$ cat config.mk
export PLATFORM = sky130hd
export DESIGN_NAME = nfci_front_flat
export DESIGN_NICKNAME = d
export VERILOG_FILES = /design/src/rtl/core/nor_flash_command_interface_macros.svh /design/src/rtl/core/nfci_pkg.sv /design/src/rtl/core/nfci_if.sv /design/src/rtl/core/nfci_fifo.sv /design/src/rtl/core/nfci_front.sv /design/src/flat_wrapper.sv
export SDC_FILE = /design/constraint.sdc
export NUM_CORES = 1
export LEC_CHECK = 0
export BUFFER_PORTS_ARGS = -buffer_cell sky130_fd_sc_hd__buf_2
export CORE_ASPECT_RATIO = 1.4
export CORE_UTILIZATION = 53
export CTS_CLUSTER_SIZE = 30
export DETAILED_ROUTE_END_ITERATION = 7
export PLACE_DENSITY_LB_ADDON = 0.3
export SLEW_MARGIN = 20
export SYNTH_ARGS = -nofsm -noshare
export SYNTH_HDL_FRONTEND = slang
export SYNTH_SLANG_ARGS = --single-unit
$ cat constraint.sdc
create_clock -name clock -period 5.1 [get_ports clock]
set_input_delay 0 -clock clock [delete_from_list [all_inputs] [get_ports clock]]
set_output_delay 0 -clock clock [all_outputs]
set_load 0.005 [all_outputs]
$ cat src/rtl/core/nor_flash_command_interface_macros.svh
// Assertion macros shared by the flash command interface RTL.
`ifndef NOR_FLASH_COMMAND_INTERFACE_MACROS_SVH
`define NOR_FLASH_COMMAND_INTERFACE_MACROS_SVH
`ifndef SYNTHESIS
`define NFCI_ASSERT_SAME(label, clk, rst, ante, cons) \
   label: assert property (@(posedge clk) disable iff (rst) (ante) |-> (cons)) \
      else $error("assertion failed");
`define NFCI_ASSERT_NEXT(label, clk, rst, ante, cons) \
   label: assert property (@(posedge clk) disable iff (rst) (ante) |=> (cons)) \
      else $error("assertion failed");
`else
`define NFCI_ASSERT_SAME(label, clk, rst, ante, cons)
`define NFCI_ASSERT_NEXT(label, clk, rst, ante, cons)
`endif
`endif

$ cat src/rtl/core/nfci_pkg.sv
// ----------------------------------------------------------------------------
// nfci_pkg
// Types, command codes and the bottom-boot sector map of the flash model.
// ----------------------------------------------------------------------------
package nfci_pkg;

   localparam int WORD_ADDR_BITS_DEF = 19;
   localparam int SECTOR_COUNT_DEF   = 19;
   localparam int MAP_SIZE           = 19;
   localparam int SECT_IDX_BITS      = 5;
   localparam int OFF_BITS           = 20;
   localparam int OFF_WORD_BITS      = 19;
   localparam int CSR_INDEX_BITS     = 2;
   localparam int CSR_DATA_BITS      = 19;

   localparam logic [CSR_INDEX_BITS-1:0] CSR_WINDOW_BASE  = 2'd0;
   localparam logic [CSR_INDEX_BITS-1:0] CSR_MAKER_ID     = 2'd1;
   localparam logic [CSR_INDEX_BITS-1:0] CSR_PART_ID      = 2'd2;
   localparam logic [CSR_INDEX_BITS-1:0] CSR_PROTECT_MASK = 2'd3;

   localparam logic [2:0] PH_READ     = 3'd0;
   localparam logic [2:0] PH_UNLOCK1  = 3'd1;
   localparam logic [2:0] PH_UNLOCK2  = 3'd2;
   localparam logic [2:0] PH_PROGRAM  = 3'd3;
   localparam logic [2:0] PH_ERASE    = 3'd4;
   localparam logic [2:0] PH_EUNLOCK1 = 3'd5;
   localparam logic [2:0] PH_EUNLOCK2 = 3'd6;
   localparam logic [2:0] PH_AUTO     = 3'd7;

   localparam logic [OFF_BITS-1:0] OFF_UNLOCK1 = 20'haaa;
   localparam logic [OFF_BITS-1:0] OFF_UNLOCK2 = 20'h554;
   localparam logic [15:0] DATA_UNLOCK1 = 16'haaaa;
   localparam logic [15:0] DATA_UNLOCK2 = 16'h5555;
   localparam logic [15:0] CMD_ERASE    = 16'h8080;
   localparam logic [15:0] CMD_PROGRAM  = 16'ha0a0;
   localparam logic [15:0] CMD_CONFIRM  = 16'h3030;
   localparam logic [15:0] CMD_AUTO     = 16'h9090;
   localparam logic [15:0] CMD_RESET    = 16'hf0f0;
   localparam logic [15:0] ERASED_WORD  = 16'hffff;

   localparam logic [1:0] AS_MAKER   = 2'd0;
   localparam logic [1:0] AS_PART    = 2'd1;
   localparam logic [1:0] AS_PROTECT = 2'd2;

   localparam logic [OFF_BITS-1:0] SECT_LO [MAP_SIZE] = '{
      20'h00000, 20'h04000, 20'h06000, 20'h08000, 20'h10000, 20'h20000, 20'h30000,
      20'h40000, 20'h50000, 20'h60000, 20'h70000, 20'h80000, 20'h90000, 20'ha0000,
      20'hb0000, 20'hc0000, 20'hd0000, 20'he0000, 20'hf0000};
   localparam logic [OFF_BITS-1:0] SECT_HI [MAP_SIZE] = '{
      20'h03fff, 20'h05fff, 20'h07fff, 20'h0ffff, 20'h1ffff, 20'h2ffff, 20'h3ffff,
      20'h4ffff, 20'h5ffff, 20'h6ffff, 20'h7ffff, 20'h8ffff, 20'h9ffff, 20'haffff,
      20'hbffff, 20'hcffff, 20'hdffff, 20'heffff, 20'hfffff};

   typedef struct packed {
      logic [3:0]  window_base;
      logic [7:0]  maker_id;
      logic [15:0] part_id;
      logic [MAP_SIZE-1:0] protect_mask;
   } nfci_csr_type;

   // One classified bus access, as queued between the front and back parts.
   typedef struct packed {
      logic                     is_write;
      logic                     in_window;
      logic [OFF_BITS-1:0]      offset;
      logic [15:0]              data;
      logic                     sect_ok;
      logic [SECT_IDX_BITS-1:0] sect_idx;
      logic                     prot;
   } nfci_item_type;

   function automatic logic [OFF_WORD_BITS-1:0] sect_first_word(
      input logic [SECT_IDX_BITS-1:0] idx);
      logic [OFF_BITS-1:0] lo;
      lo = '0;
      for (int i = 0; i < MAP_SIZE; i++) begin
         if (idx == SECT_IDX_BITS'(i)) lo = SECT_LO[i];
      end
      return lo[OFF_BITS-1:1];
   endfunction

   function automatic logic [OFF_WORD_BITS-1:0] sect_last_word(
      input logic [SECT_IDX_BITS-1:0] idx);
      logic [OFF_BITS-1:0] hi;
      hi = '0;
      for (int i = 0; i < MAP_SIZE; i++) begin
         if (idx == SECT_IDX_BITS'(i)) hi = SECT_HI[i];
      end
      return hi[OFF_BITS-1:1];
   endfunction

endpackage

$ cat src/rtl/core/nfci_if.sv
// ----------------------------------------------------------------------------
// nfci_req_if / nfci_rsp_if
// Valid/ready channels for bus accesses and their results.
// ----------------------------------------------------------------------------
interface nfci_req_if;
   logic        valid;
   logic        ready;
   logic        mode;
   logic [23:0] bus_address;
   logic [15:0] write_data;
   modport source (output valid, mode, bus_address, write_data, input ready);
   modport sink   (input valid, mode, bus_address, write_data, output ready);
endinterface


$ cat src/rtl/core/nfci_fifo.sv
// ----------------------------------------------------------------------------
// nfci_fifo
// Two-entry queue of classified items between the front and back parts.
// ----------------------------------------------------------------------------
module nfci_fifo (
   input  logic                   clock,
   input  logic                   reset,
   input  logic                   push,
   input  nfci_pkg::nfci_item_type push_item,
   output logic                   full,
   input  logic                   pop,
   output logic                   not_empty,
   output nfci_pkg::nfci_item_type head
);
   nfci_pkg::nfci_item_type mem_ff [2];
   logic       wr_ptr_ff, wr_ptr_in;
   logic       rd_ptr_ff, rd_ptr_in;
   logic [1:0] count_ff, count_in;

   assign full      = (count_ff == 2'd2);
   assign not_empty = (count_ff != 2'd0);
   assign head      = mem_ff[rd_ptr_ff];

   always_comb begin
      wr_ptr_in = wr_ptr_ff ^ push;
      rd_ptr_in = rd_ptr_ff ^ pop;
      count_in  = count_ff + {1'b0, push} - {1'b0, pop};
   end

   always_ff @(posedge clock) begin
      if (reset) begin
         wr_ptr_ff <= 1'b0;
         rd_ptr_ff <= 1'b0;
         count_ff  <= 2'd0;
      end else begin
         wr_ptr_ff <= wr_ptr_in;
         rd_ptr_ff <= rd_ptr_in;
         count_ff  <= count_in;
      end
      if (push) mem_ff[wr_ptr_ff] <= push_item;
   end
endmodule

$ cat src/rtl/core/nfci_front.sv
// ----------------------------------------------------------------------------
// nfci_front
// Accepts bus accesses, checks the window and finds the sector and its lock.
// ----------------------------------------------------------------------------
module nfci_front #(
   parameter int SECTOR_COUNT = nfci_pkg::SECTOR_COUNT_DEF
) (
   input  logic                    clock,
   input  logic                    reset,
   nfci_req_if.sink                req_ch,
   input  nfci_pkg::nfci_csr_type  csr,
   input  logic                    pop,
   output logic                    not_empty,
   output nfci_pkg::nfci_item_type head
);
   nfci_pkg::nfci_item_type item;
   logic full;
   logic push;

   always_comb begin
      item           = '0;
      item.is_write  = req_ch.mode;
      item.in_window = (req_ch.bus_address[23:20] == csr.window_base);
      item.offset    = req_ch.bus_address[19:0];
      item.data      = req_ch.write_data;
      for (int i = 0; i < SECTOR_COUNT; i++) begin
         if (item.offset >= nfci_pkg::SECT_LO[i] && item.offset <= nfci_pkg::SECT_HI[i]) begin
            item.sect_ok  = 1'b1;
            item.sect_idx = nfci_pkg::SECT_IDX_BITS'(i);
         end
      end
      item.prot = item.sect_ok & csr.protect_mask[item.sect_idx];
   end

   assign req_ch.ready = !full;
   assign push         = req_ch.valid && !full;

   nfci_fifo u_fifo (
      .clock     (clock),
      .reset     (reset),
      .push      (push),
      .push_item (item),
      .full      (full),
      .pop       (pop),
      .not_empty (not_empty),
      .head      (head)
   );
endmodule

$ cat src/flat_wrapper.sv
// flat-port wrapper written by rule: the top's interface ports become plain ports
module nfci_front_flat 
#(
   parameter int SECTOR_COUNT = nfci_pkg::SECTOR_COUNT_DEF
)
  (clock, reset, csr, pop, not_empty, head, req_ch_valid, req_ch_mode, req_ch_bus_address, req_ch_write_data, req_ch_ready);
  nfci_req_if req_ch_i ();
  input  logic clock;
  input  logic reset;
  input  nfci_pkg::nfci_csr_type csr;
  input  logic pop;
  output logic not_empty;
  output nfci_pkg::nfci_item_type head;
  input wire logic [$bits(req_ch_i.valid)-1:0] req_ch_valid;
  input wire logic [$bits(req_ch_i.mode)-1:0] req_ch_mode;
  input wire logic [$bits(req_ch_i.bus_address)-1:0] req_ch_bus_address;
  input wire logic [$bits(req_ch_i.write_data)-1:0] req_ch_write_data;
  output wire logic [$bits(req_ch_i.ready)-1:0] req_ch_ready;
  assign req_ch_i.valid = req_ch_valid;
  assign req_ch_i.mode = req_ch_mode;
  assign req_ch_i.bus_address = req_ch_bus_address;
  assign req_ch_i.write_data = req_ch_write_data;
  assign req_ch_ready = req_ch_i.ready;
  nfci_front #(.SECTOR_COUNT(SECTOR_COUNT)) u_core (.clock(clock), .reset(reset), .req_ch(req_ch_i), .csr(csr), .pop(pop), .not_empty(not_empty), .head(head));
endmodule
==> summary.txt <==
Yosys
  • Synth cell count leaders: edfxtp_1, mux2_2, nor2_1
  • Dominant cell type by area after synthesis: edfxtp_1
  • Mapped Cells: 230
  • Post-synthesis average cell area: roughly 17 um^2
  • Post-synthesis simple-gate area fraction: 5.552%
  • Largest family of logic cells by synthesized area: multiplexers
  • Cell Area, Synth: 3876 um^2
  • FF+latch count, synth: between 90 and 100
  • Top cells by area, synth: edfxtp_1, mux2_2, dfxtp_1
  • Seq/Total Area, Yosys: 71.79%
  • Synth Area in Compound Gates: 4.293%
  • Post-synth EDFFs: 90
  • Ys flop type: edfxtp_1
  • Fraction of registers with async set/reset: 0%
  • Count leader, synth: edfxtp_1
  • Adder-Cell Fraction of Synth Area: 1.291%
  • Library cells used by synthesis: 43
  • Syn. warnings: 0
  • Post-synthesis mux area share: 13.33%
  • Post-synthesis xor/xnor area fraction: 2.034%
  • Synth top area share: 69.72%

Final layout
  • Synthesis-to-finish area growth: 31.57%
  • Layout Nets: approximately 480
  • Fill cells: roughly 500
  • Diode count: 0
  • Post-route insts no fill: 481
  • Fraction of layout cells with a size suffix above 1: 45.08%
  • Final core occ: 72.58%

Route
  • Initial DRC Count: 61
  • DRC viols: 0
  • Wire per inst: 14.67 um
  • Via count: 2,449
  • Via-to-Cell Ratio: 5.091
  • Drt pass-1 iters: 4
  • Routed Antenna Nets: 0
  • Final wirelength: slightly above 7 mm

Floorplan
  • Initial Util: between 50 and 60%
  • Die area: 7664 um^2
  • Die Span Y: between 100 and 150 um
  • Ports: ~140
  • Chip width: 74.28 um
  • Area of the core: 7027 um^2
  • FP Rows: 36

Placement
  • GPL Wtd Cong: 0.8182
  • DP HPWL: 4.390 mm
  • Port Buffers: 114
  • Placed cell count: 430

Timing
  • Post-route minimum period: between 1.5 and 2 ns
  • Setup tns final: 0 ns
  • Worst-Margin Slew: 1.065 ns
  • Final hold viol count: 0
  • Fin crit share: about two fifths
  • Fmax: just over 500 MHz
  • Max transition margin: between 20 and 30%
  • RSZ-0062 raised after global routing: false
  • Skew final: 0.007741 ns
  • Final setup fails: 0
  • Pins over their slew limit: 0

Worst setup path
  • Buf/Inv on CP: 1
  • CP max-delay cell: ha_2
  • Critical path class: reg -> reg
  • Top delay family on crit path: adder cells
  • Crit path DAT: 1.95 ns
  • Worst-path cell chain: nand2b_1 > nand2_1 > inv_1 > ha_2
  • CP required: 5.07 ns
  • Crit path to: u_core.u_fifo.mem_ff[1][34]$_DFFE_PP_
  • Worst Reg2Reg Path Length in Cells: 4
  • Crit. Startpoint: u_core.u_fifo.count_ff[0]$_SDFF_PP0_
  • Worst Setup Start Kind: flip-flop
  • WP depth: 4
  • RR Startpoint: u_core.u_fifo.count_ff[0]$_SDFF_PP0_
  • CP peak stage delay: 0.91 ns
  • CP Capture Type: flip-flop
  • Crit Path Max Fanout: 45
  • R2R Setup Slk: 3.12 ns
  • FF-to-FF End: u_core.u_fifo.mem_ff[1][34]$_DFFE_PP_

Clock tree
  • Num CTS Buffers: 9
  • Root Driver: clkbuf_8
  • Clock latency on the worst-skew pair: 0.35 ns
  • Sink Count: 94
  • Max clock buf depth: 2
  • CTS tree: yes
  • H-tree depth: 3
  • Reg clk slew, reported paths: approximately 0.080 ns
  • Post-cts resize count: 0

Pwr
  • Worst IR drop on VDD: 0.2033 mV
  • Leakage: 1.970 nW
  • Pwr Density: 371.5 nW/um^2

Global route
  • Largest net degree at the start of global routing: 47
  • First-pass GRT wire length: between 10 and 15 mm
  • GRT Util Overall: about a fifth
  • Number of global-route vias before repair: between 2,000 and 2,500
  • Grt total ovfl: 0
  • Initial antenna violation count: 0

Hold path
  • Hold/Removal Path Class: in -> reg

Status
  • Outcome: finished clean

Job
  • Max Cap Viol: 0
## cells in the final DEF (no fill, tap or decap), drive strengths merged, types with 2 or more instances in the layout
cell type / instances
clkbuf: 11
or4b: 2
a21oi: 5
xor2: 6
nor3: 2
inv: 5
nand2: 3
conb: 2
clkinv: 3
nor4: 4
nand2b: 4
ha: 4
o21ai: 5
nor2: 13
buf: 114
mux2: 45
edfxtp: 90
or2: 2
a222oi: 2
xnor2: 3
bufinv: 2
dfxtp: 4
dlygate4sd3: 35
o211ai: 3
nor3b: 2
## worst register-to-register path: cells and delay by family (launching register included)
family,cells,cell delay [ns]
flip-flops,1,0.34
buffers and inverters,1,0.11
adder cells (fa/ha/maj),1,0.91
AND/OR/NAND/NOR,2,0.22
## worst min path at each step
stage / cells after the start / slack [ns] / end / from
after global routing: 1 / 0.01 / u_core.u_fifo.mem_ff[0][42]$_DFFE_PP_ / req_ch_bus_address[19]
after CTS: 1 / 0.008 / u_core.u_fifo.mem_ff[0][42]$_DFFE_PP_ / req_ch_bus_address[19]
after floorplan: 1 / 0.07 / u_core.u_fifo.wr_ptr_ff$_SDFF_PP0_ / reset
after detailed placement: 1 / 0.19 / u_core.u_fifo.mem_ff[1][21]$_DFFE_PP_ / req_ch_write_data[14]
after global placement: 1 / 0.19 / u_core.u_fifo.mem_ff[1][20]$_DFFE_PP_ / req_ch_write_data[13]
final: 1 / 0.03 / u_core.u_fifo.mem_ff[1][42]$_DFFE_PP_ / req_ch_bus_address[19]
## cells by family (layout without fill, tap and decap cells)
logic type      count (synthesis)  count (layout)
simple gates                   37              37
xor+xnor                        9               9
compound gates                 24              24
fa+ha+maj                       4               4
other cells                     1               2
flops                          94              94
mux                            46              46
buf+inv                        15             170
## registers in the layout (all words and copies together), names as in the netlist
signal,cells
u_core.u_fifo.wr_ptr_ff,1
u_core.u_fifo.mem_ff,90
u_core.u_fifo.count_ff,2
u_core.u_fifo.rd_ptr_ff,1
## layout make-up
cell class	count	area [um^2]	share of cell area [%]
clock buffer	11	131.4	2.576
clock inverter	5	73.82	1.447
inverter	5	18.77	0.3680
multi-input combinational	122	1050	20.58
sequential	94	2786	54.64
tap	95	118.9	2.331
timing repair buffer	149	920.9	18.06
## repair_timing
item	CTS	global route
endpoints found under the hold margin	70	0
buffers inserted	0	0
hold buffers	35	0
## per-layer routing
layer | GRT usage [%] | share of wire [%]
met5 | 0 | 0
met4 | 10.45 | 2.4
met1 | 20.69 | 38
met3 | 4.748 | 5.1
met2 | 36.08 | 54
## power by group
group          internal (mW)  total (mW)  leakage (nW)  switching [mW]
combinational          0.185       0.359         0.991           0.175
sequential             0.991        1.03         0.874          0.0400
clock                  0.273       0.504         0.105           0.231
total                   1.45        1.89          1.97           0.445
## stage by stage
stage / hold WS, ns / power (mW) / instance area, um^2 / setup WS, ns
6_report: 0.02752 / 1.894 / 5100 / 3.121
5_1_grt: 0.01474 / 1.984 / 5100 / 2.963
4_1_cts: 0.007963 / 1.906 / 5087 / 3.059
3_5_place_dp: 0.1924 / 1.388 / 4532 / 3.079
3_3_place_gp: 0.1879 / 1.374 / 4532 / 3.124
2_1_floorplan: 0.06669 / 1.233 / 3880 / 2.976
No activity file was read; power rests on OpenSTA's default activity.
